<file path="src/mgg_pkg.sv">
// ----------------------------------------------------------------------------
// mgg_pkg
// Shared types and codes for the masked gate gadget unit.
// ----------------------------------------------------------------------------
package mgg_pkg;

  localparam int SHARE_W = 5;
  localparam int RAND_W  = 64;
  localparam int ACT_W   = 3;

  localparam logic [ACT_W-1:0] ACT_ENCODE  = 3'd0;
  localparam logic [ACT_W-1:0] ACT_DECODE  = 3'd1;
  localparam logic [ACT_W-1:0] ACT_REFRESH = 3'd2;
  localparam logic [ACT_W-1:0] ACT_XOR     = 3'd3;
  localparam logic [ACT_W-1:0] ACT_AND     = 3'd4;
  localparam logic [ACT_W-1:0] ACT_NOT     = 3'd5;

  typedef struct packed {
    logic [ACT_W-1:0]   action;
    logic [SHARE_W-1:0] x_share;
    logic [SHARE_W-1:0] y_share;
    logic [RAND_W-1:0]  random_bits;
  } mgg_item_t;

  typedef struct packed {
    logic [SHARE_W-1:0] result_share;
    logic               decoded_bit;
  } mgg_result_t;

endpackage

</file>
<file path="src/mgg_refresh.sv">
// ----------------------------------------------------------------------------
// mgg_refresh
// Refresh gadget: re-randomizes the shares of one masked bit.
// ----------------------------------------------------------------------------
module mgg_refresh #(
  parameter int LINEAR_SHARES = 2
) (
  input  logic [2:0]                                       a_in,
  input  logic [LINEAR_SHARES-1:0]                         b_in,
  input  logic [LINEAR_SHARES*(LINEAR_SHARES-1)/2+3:0]     rnd,
  output logic [2:0]                                       a_out,
  output logic [LINEAR_SHARES-1:0]                         b_out
);

  localparam int N  = LINEAR_SHARES;
  localparam int RW = N * (N - 1) / 2 + 4;

  logic [2:0] r;
  logic       q;
  logic       w;
  logic       rr;

  assign r = rnd[2:0];
  assign q = rnd[RW-1];

  // nonlinear part correction folded into the last linear share
  assign w = ((r[2] & (a_in[0] ^ q)) & (r[1] ^ a_in[1] ^ q))
           ^ ((r[1] & (a_in[2] ^ q)) & (r[0] ^ a_in[0] ^ q))
           ^ ((r[0] & (a_in[1] ^ q)) & (r[2] ^ a_in[2] ^ q));
  assign rr = ((r[0] ^ q) & (r[1] ^ q) & (r[2] ^ q))
            ^ (q & ((r[2] & (a_in[0] ^ q)) ^ (r[1] & (a_in[0] ^ q))
                  ^ (r[0] & (a_in[1] ^ q))))
            ^ (q & ((r[2] & (a_in[1] ^ q)) ^ (r[1] & (a_in[2] ^ q))
                  ^ (r[0] & (a_in[2] ^ q))))
            ^ q;

  assign a_out = a_in ^ r;

  always_comb begin
    int k;
    logic [N-1:0] b;
    k = 0;
    b = b_in;
    // one fresh bit per pair of linear shares, row order
    for (int i = 0; i < N; i++) begin
      for (int j = i + 1; j < N; j++) begin
        b[i] = b[i] ^ rnd[3+k];
        b[j] = b[j] ^ rnd[3+k];
        k = k + 1;
      end
    end
    b[N-1] = b[N-1] ^ w ^ rr;
    b_out = b;
  end

endmodule

</file>
<file path="src/mgg_gadget.sv">
// ----------------------------------------------------------------------------
// mgg_gadget
// Gadget datapath: encode, decode, refresh, masked XOR, masked AND and NOT.
// ----------------------------------------------------------------------------
module mgg_gadget #(
  parameter int LINEAR_SHARES = 2
) (
  input  mgg_pkg::mgg_item_t   item,
  output mgg_pkg::mgg_result_t result
);

  import mgg_pkg::*;

  localparam int N         = LINEAR_SHARES;
  localparam int RW        = N * (N - 1) / 2 + 4;
  localparam int AND_BASE  = 2 * RW;
  localparam int PAIR_BASE = AND_BASE + 3 * N;
  localparam int WW        = 3 + N;

  logic [WW-1:0]     wx;
  logic [WW-1:0]     wy;
  logic [N-1:0]      xb_in;
  logic [N-1:0]      yb_in;
  logic [2:0]        xa;
  logic [2:0]        ya;
  logic [N-1:0]      xb;
  logic [N-1:0]      yb;
  logic [RAND_W-1:0] rnd;

  // linear shares beyond the share word enter as zero
  assign wx    = WW'(item.x_share);
  assign wy    = WW'(item.y_share);
  assign xb_in = wx[WW-1:3];
  assign yb_in = wy[WW-1:3];
  assign rnd   = item.random_bits;

  mgg_refresh #(.LINEAR_SHARES(N)) u_refresh_x (
    .a_in  (wx[2:0]),
    .b_in  (xb_in),
    .rnd   (rnd[RW-1:0]),
    .a_out (xa),
    .b_out (xb)
  );

  mgg_refresh #(.LINEAR_SHARES(N)) u_refresh_y (
    .a_in  (wy[2:0]),
    .b_in  (yb_in),
    .rnd   (rnd[2*RW-1:RW]),
    .a_out (ya),
    .b_out (yb)
  );

  always_comb begin
    logic [2:0]   enc_a;
    logic [N-1:0] enc_b;
    logic [2:0]   xor_a;
    logic [N-1:0] xor_b;
    logic         u_x;
    logic [2:0]   and_a;
    logic [N-1:0] and_b;
    logic [N-1:0] ra [3];
    logic [N-1:0] rb0;
    logic [N-1:0] rbm [N];
    logic         u;
    logic         v;
    logic [N-1:0] not_b;
    logic         dec;
    logic [WW-1:0] res_w;
    int k;

    // encode
    enc_a = rnd[2:0];
    enc_b = '0;
    enc_b[N-1] = (enc_a[0] & enc_a[1] & enc_a[2]) ^ item.x_share[0];
    for (int i = 0; i < N - 1; i++) begin
      enc_b[i]   = rnd[3+i];
      enc_b[N-1] = enc_b[N-1] ^ rnd[3+i];
    end

    // masked xor on refreshed operands
    xor_a = xa ^ ya;
    u_x = (xa[1] & ((xa[2] & ya[0]) ^ (ya[2] & (xa[0] ^ ya[0]))))
        ^ (ya[1] & ((xa[2] & ya[0]) ^ (xa[0] & (xa[2] ^ ya[2]))));
    xor_b = xb ^ yb;
    xor_b[N-1] = xor_b[N-1] ^ u_x;

    // masked and on refreshed operands
    for (int i = 0; i < 3; i++) begin
      for (int j = 0; j < N; j++) begin
        ra[i][j] = rnd[AND_BASE + i*N + j];
      end
    end
    and_a[0] = (xa[0] & ya[1]) ^ (^ra[0]);
    and_a[1] = (xa[1] & ya[2]) ^ (^ra[1]);
    and_a[2] = (xa[2] & ya[0]) ^ (^ra[2]);
    u = ^ra[1];
    v = ^ra[2];
    for (int j = 0; j < N; j++) begin
      rb0[j] = (xa[0] & ((xa[2] & ((xa[1] & yb[j]) ^ (ra[0][j] & ya[0])))
                        ^ (ra[1][j] & v & ya[1])))
             ^ (ya[0] & ((ya[1] & ((ya[2] & xb[j]) ^ (ra[1][j] & xa[2])))
                        ^ (ra[0][j] & u & xa[2])))
             ^ (xa[0] & ya[1] & ((ra[1][j] & xa[2] & ya[0])
                                ^ (ra[2][j] & xa[1] & ya[2])))
             ^ (ra[0][j] & xa[1] & ya[2] & (v ^ (xa[2] & ya[0])))
             ^ (xa[2] & ya[0] & ((ra[0][j] & xa[0]) ^ (ra[1][j] & ya[1])))
             ^ (u & v & ra[0][j]);
    end
    for (int i = 0; i < N; i++) begin
      rbm[i] = '0;
    end
    k = 0;
    for (int i = 0; i < N; i++) begin
      for (int j = i + 1; j < N; j++) begin
        rbm[i][j] = rnd[PAIR_BASE + k];
        rbm[j][i] = rnd[PAIR_BASE + k] ^ (xb[i] & yb[j]) ^ (xb[j] & yb[i]);
        k = k + 1;
      end
    end
    for (int i = 0; i < N; i++) begin
      and_b[i] = (xb[i] & yb[i]) ^ rb0[i] ^ (^rbm[i]);
    end

    // not flips the last linear share
    not_b = xb_in;
    not_b[N-1] = ~not_b[N-1];

    dec = (wx[0] & wx[1] & wx[2]) ^ (^xb_in);

    res_w = '0;
    result.decoded_bit = 1'b0;
    case (item.action)
      ACT_ENCODE:  res_w = {enc_b, enc_a};
      ACT_DECODE:  result.decoded_bit = dec;
      ACT_REFRESH: res_w = {xb, xa};
      ACT_XOR:     res_w = {xor_b, xor_a};
      ACT_AND:     res_w = {and_b, and_a};
      ACT_NOT:     res_w = {not_b, wx[2:0]};
      default:     res_w = '0;
    endcase
    // shares above the word are dropped
    result.result_share = res_w[SHARE_W-1:0];
  end

endmodule

</file>
<file path="src/masked_gate_gadget_unit.sv">
// ----------------------------------------------------------------------------
// masked_gate_gadget_unit
// Masked gate gadget unit: one masking gadget per stream word.
// ----------------------------------------------------------------------------
// Takes one word per clock while m_axis is not back-pressured and returns one
// result word per input word, in order. The edge that takes a word loads the
// input register. A later edge, once the result register is free, captures
// the gadget logic in the result register, which drives m_axis. Throughput
// is one word per cycle when m_axis_tready does not hold the result. The
// result register lets a new word enter the empty input register while the
// previous result waits on m_axis_tready. No state is kept between words.
module masked_gate_gadget_unit #(
  parameter int LINEAR_SHARES = 2
) (
  input  logic        clk,
  input  logic        rst,
  input  logic        s_axis_tvalid,
  output logic        s_axis_tready,
  // [4:0] x_share, [9:5] y_share, [73:10] random_bits, [79:74] zero
  input  logic [79:0] s_axis_tdata,
  // [2:0] action
  input  logic [2:0]  s_axis_tuser,
  output logic        m_axis_tvalid,
  input  logic        m_axis_tready,
  // [4:0] result_share, [5] decoded_bit, [7:6] zero
  output logic [7:0]  m_axis_tdata
);

  import mgg_pkg::*;

  logic        in_valid;
  mgg_item_t   item;
  logic        out_valid;
  mgg_result_t result;
  mgg_result_t gadget_res;
  logic        out_free;

  assign out_free      = !out_valid || m_axis_tready;
  assign s_axis_tready = !in_valid || out_free;

  always_ff @(posedge clk) begin
    if (rst) begin
      in_valid  <= 1'b0;
      out_valid <= 1'b0;
    end else begin
      if (s_axis_tready) begin
        in_valid <= s_axis_tvalid;
      end
      if (out_free) begin
        out_valid <= in_valid;
      end
    end
  end

  always_ff @(posedge clk) begin
    if (s_axis_tvalid && s_axis_tready) begin
      item.action      <= s_axis_tuser;
      item.x_share     <= s_axis_tdata[4:0];
      item.y_share     <= s_axis_tdata[9:5];
      item.random_bits <= s_axis_tdata[73:10];
    end
    if (in_valid && out_free) begin
      result <= gadget_res;
    end
  end

  mgg_gadget #(.LINEAR_SHARES(LINEAR_SHARES)) u_gadget (
    .item   (item),
    .result (gadget_res)
  );

  assign m_axis_tvalid = out_valid;
  assign m_axis_tdata  = {2'b00, result.decoded_bit, result.result_share};

endmodule

</file>
<file path="config.mk">
export PLATFORM = sky130hd
export DESIGN_NAME = masked_gate_gadget_unit
export DESIGN_NICKNAME = d
export VERILOG_FILES = /design/src/mgg_pkg.sv /design/src/mgg_refresh.sv /design/src/mgg_gadget.sv /design/src/masked_gate_gadget_unit.sv
export SDC_FILE = /design/constraint.sdc
export NUM_CORES = 1
export LEC_CHECK = 0
export ABC_AREA = 1
export BUFFER_PORTS_ARGS = -buffer_cell sky130_fd_sc_hd__buf_2
export CAP_MARGIN = 25
export CORE_AREA = 2 2 79 81
export CTS_CLUSTER_DIAMETER = 80
export DETAILED_ROUTE_END_ITERATION = 6
export DIE_AREA = 0 0 81 83
export PLACE_DENSITY = 0.93
export RECOVER_POWER = 50
export SETUP_SLACK_MARGIN = 0.5
export SLEW_MARGIN = 40
export SYNTH_ARGS = -nofsm -noshare
export SYNTH_HDL_FRONTEND = slang
export SYNTH_SLANG_ARGS = --single-unit
</file>
<file path="constraint.sdc">
create_clock -name clk -period 5.29 [get_ports clk]
set_input_delay 0.529 -clock clk [delete_from_list [all_inputs] [get_ports clk]]
set_output_delay 0.529 -clock clk [all_outputs]
set_load 0.1 [all_outputs]
</file>
==> run_results.csv <==
group,metric,value,unit
worst_setup_path,path_class,"flop to flop",
routing,detail-route-antenna-nets,0,
final_layout,diodes,0,
timing,skew,3.90,ps
final_layout,drive_above_1_share,18.5,%
timing,worst_pin_slew,1040,ps
synth,syn_inst,444,
worst_hold_path,min_to,"in_valid",
pwr,power,935,uW
pwr,ir_drop,0.000188,V
timing,tns,0,ps
routing,drc_errors,0,
pwr,p_leak,1.73,nW
synth,ys_ff_latch,38,
final_layout,postLayoutCellArea,3490,sq um
worst_setup_path,reg2regPathDepth,23,
place,gp_congestion,0.928,
cts,clock_sinks,38,
worst_setup_path,cp.arrival,3230,ps
routing,first_pass_iters,5,
synth,synth.avg_cell_area,7.06,sq um
floorplanning,die_x,81,um
final_layout,area_growth,11.5,%
synth,yosysWarningCount,0,
grt,grt_pass1_wl,12000,um
worst_setup_path,worstPathMaxFanout,13,
cts,ctsResizeCount,0,
timing,hold_viol,0,
timing,rsz0062_at_grt,"no",
place,hpwl,5390,um
worst_setup_path,cp_cell_sequence,"inv_2 -> nand2_1 -> nand3_1 -> inv_1 -> nand2_1 -> nand2_1 -> inv_1 -> nand2_1 -> nand4_1 -> nand2_1 -> nand2_2 -> nand2_1 -> inv_1 -> ha_1 -> xor2_1 -> xnor2_1 -> clkinv_1 -> nand4_1 -> nand2_1 -> inv_1 -> nand2_1 -> nand3_1 -> nand2_1",
grt,grt_pass1_vias,2823,
timing,setup_viol,0,
synth,syn_area,3130,sq um
final_layout,final_util,60.0,%
timing,finalHoldWorstSlack,400,ps
grt,antenna_found_initial,0,
cts,h-tree-depth,2,
worst_hold_path,min_path_cells,2,
routing,wire_per_inst,12.3,um
floorplanning,die_h,83,um
routing,vias,2978,
place,place_area,3380,sq um
cts,hold_buffers,0,
synth,synth_edf_count,36,
worst_setup_path,critPathSlowestCell,"edfxtp_1",
timing,timing.fmax,314,MHz
floorplanning,initial_core_util,53.9,%
worst_setup_path,timing.critical_path.mode_cell,"nand2_1",
worst_setup_path,cp_slowest_stage_delay,650,ps
worst_setup_path,critical_path_required,5340,ps
cts,path_clk_slew,80,ps
cts,insertion_delay,290,ps
worst_setup_path,reg2reg_slack,2100,ps
worst_hold_path,min_from,"rst",
final_layout,regArea,1120,sq um
synth,synth-main-ff-cell,"edfxtp_1",
routing,vias_per_cell,5.31,
final_layout,multi_input_area,1700,sq um
timing,min_period,3190,ps
worst_setup_path,end_kind,"flop",
cts,tritoncts,"done",
timing,maxSlewHeadroom,30.4,%
cts,clock_tree.root_cell,"clkbuf_8",
cts,cts-buffers-inserted,5,
floorplanning,dieArea,6720,sq um
timing,finalMaxSlewViolations,0,
timing,period_share,60.3,%
final_layout,fillers,514,
floorplanning,design.portCount,97,
flow_run,max-cap-violations,0,
worst_setup_path,start_kind,"flop",
cts,clock_path_buffers,2,
synth,synth.distinct_cells,38,
worst_hold_path,min-delay-path-class,"input port to flop",
worst_setup_path,worstReg2RegStart,"item[4]",
cts,cts_setup_buffers,0,
outcome,outcome,"finished, final reports clean",
grt,grt_max_degree,31,
floorplanning,rows,28,
final_layout,finalNetCount,574,
synth,synthArstFlopShare,0,%
grt,overflow,0,
routing,totalWireLength,6920,um
worst_setup_path,worstReg2RegEnd,"m_axis_tdata[4]",
grt,grt_usage,22.2,%
floorplanning,core_area,5820,sq um
place,portBuffers,41,
routing,drt-initial-drc-count,270,
worst_setup_path,crit_start,"item[4]",
pwr,power.density,268,nW/um^2
synth,seq_area_frac_synth,35.8,%
## metal layers
layer | vias up | part of all wire, % | global-route usage (%)
li1 | 1504 | - | -
met1 | 1341 | 42 | 28.7
met2 | 110 | 48 | 36.8
met3 | 23 | 7.1 | 3.26
met4 | 0 | 3.0 | 9.24
met5 | - | 0 | 0
## how the worst max path moves through the flow
stage / endpoint / slack [ps] / depth (start not counted)
2_1_floorplan: item[0] / 2180 / 3
3_3_place_gp: m_axis_tdata[4] / 2220 / 23
3_5_place_dp: m_axis_tdata[4] / 2150 / 23
4_1_cts: m_axis_tdata[4] / 2130 / 23
5_1_grt: m_axis_tdata[4] / 1740 / 23
6_report: m_axis_tdata[4] / 2100 / 23
## cell families (layout without fill, tap and decap cells)
group                      Yosys count  after routing  share of synthesized area, %
xor gates and xnor gates            29             29                          8.59
DFF                                 38             38                          35.8
and+or+nand+nor                    268            268                          39.2
adders and majority gates            2              2                         0.799
other                                1              2                         0.120
AOI/OAI and AO/OA                   29             29                          5.47
buffers and inverters               77            118                          10.1
## placed cells by master, fill, tap and decap left out, types with 4 or more instances in the layout
cell type and count:
nand4_1 9, a21oi_1 10, clkbuf_8 5, nand2_2 15, edfxtp_1 36, nor3_1 6, nand3_1 42, nand2_1 144
o22ai_1 5, nor2_1 32, o21ai_0 5, inv_1 57, nand2_4 6, buf_2 41, xor2_1 15, inv_2 10
nand3b_1 4, xnor2_1 12
## sequential cells by signal, indices dropped and copies added (netlist names)
name	count
item	30
m_axis_tdata	6
in_valid	1
m_axis_tvalid	1
## through the flow
step                worst slack (ps)  cells
global route                    1740    561
global placement                2220    553
detailed placement              2150    553
finish                          2100    561
CTS                             2130    561
floorplan                       2180    445
## power breakdown
part	internal, mW	total [mW]	leakage (nW)	switching [mW]
Combinational	0.106	0.317	1.31	0.211
Clock	0.141	0.244	0.0514	0.103
Sequential	0.352	0.374	0.368	0.0216
Total	0.599	0.935	1.73	0.336
## final cells by class
class / instances / share of cell area (%)
tap: 75 / 2.69
sequential: 38 / 32.1
clock inverter: 2 / 1.07
inverter: 69 / 7.49
clock buffer: 6 / 2.08
timing repair buffer: 41 / 5.88
multi-input combinational: 330 / 48.7
## worst max-delay path: cells and delay by family (launching register included)
family	cells	cell delay, ps
xor gates and xnor gates	2	380
adders and majority gates	1	200
DFF	1	650
and+or+nand+nor	14	1230
buffers and inverters	6	480
## cell usage after synthesis (6+ instances only)
cell type / number / area share, %
nand3_1: 42 / 6.7
edfxtp_1: 36 / 35
nand2_1: 144 / 17
inv_1: 57 / 6.8
xnor2_1: 12 / 3.4
nand2_2: 15 / 3.0
nor2_1: 32 / 3.8
xor2_1: 15 / 4.2
inv_2: 10 / 1.2
nor3_1: 6 / 0.96
a21oi_1: 10 / 1.6
nand2_4: 6 / 2.2
nand4_1: 9 / 1.8
Note: power is estimated with default switching activity, not from simulation.
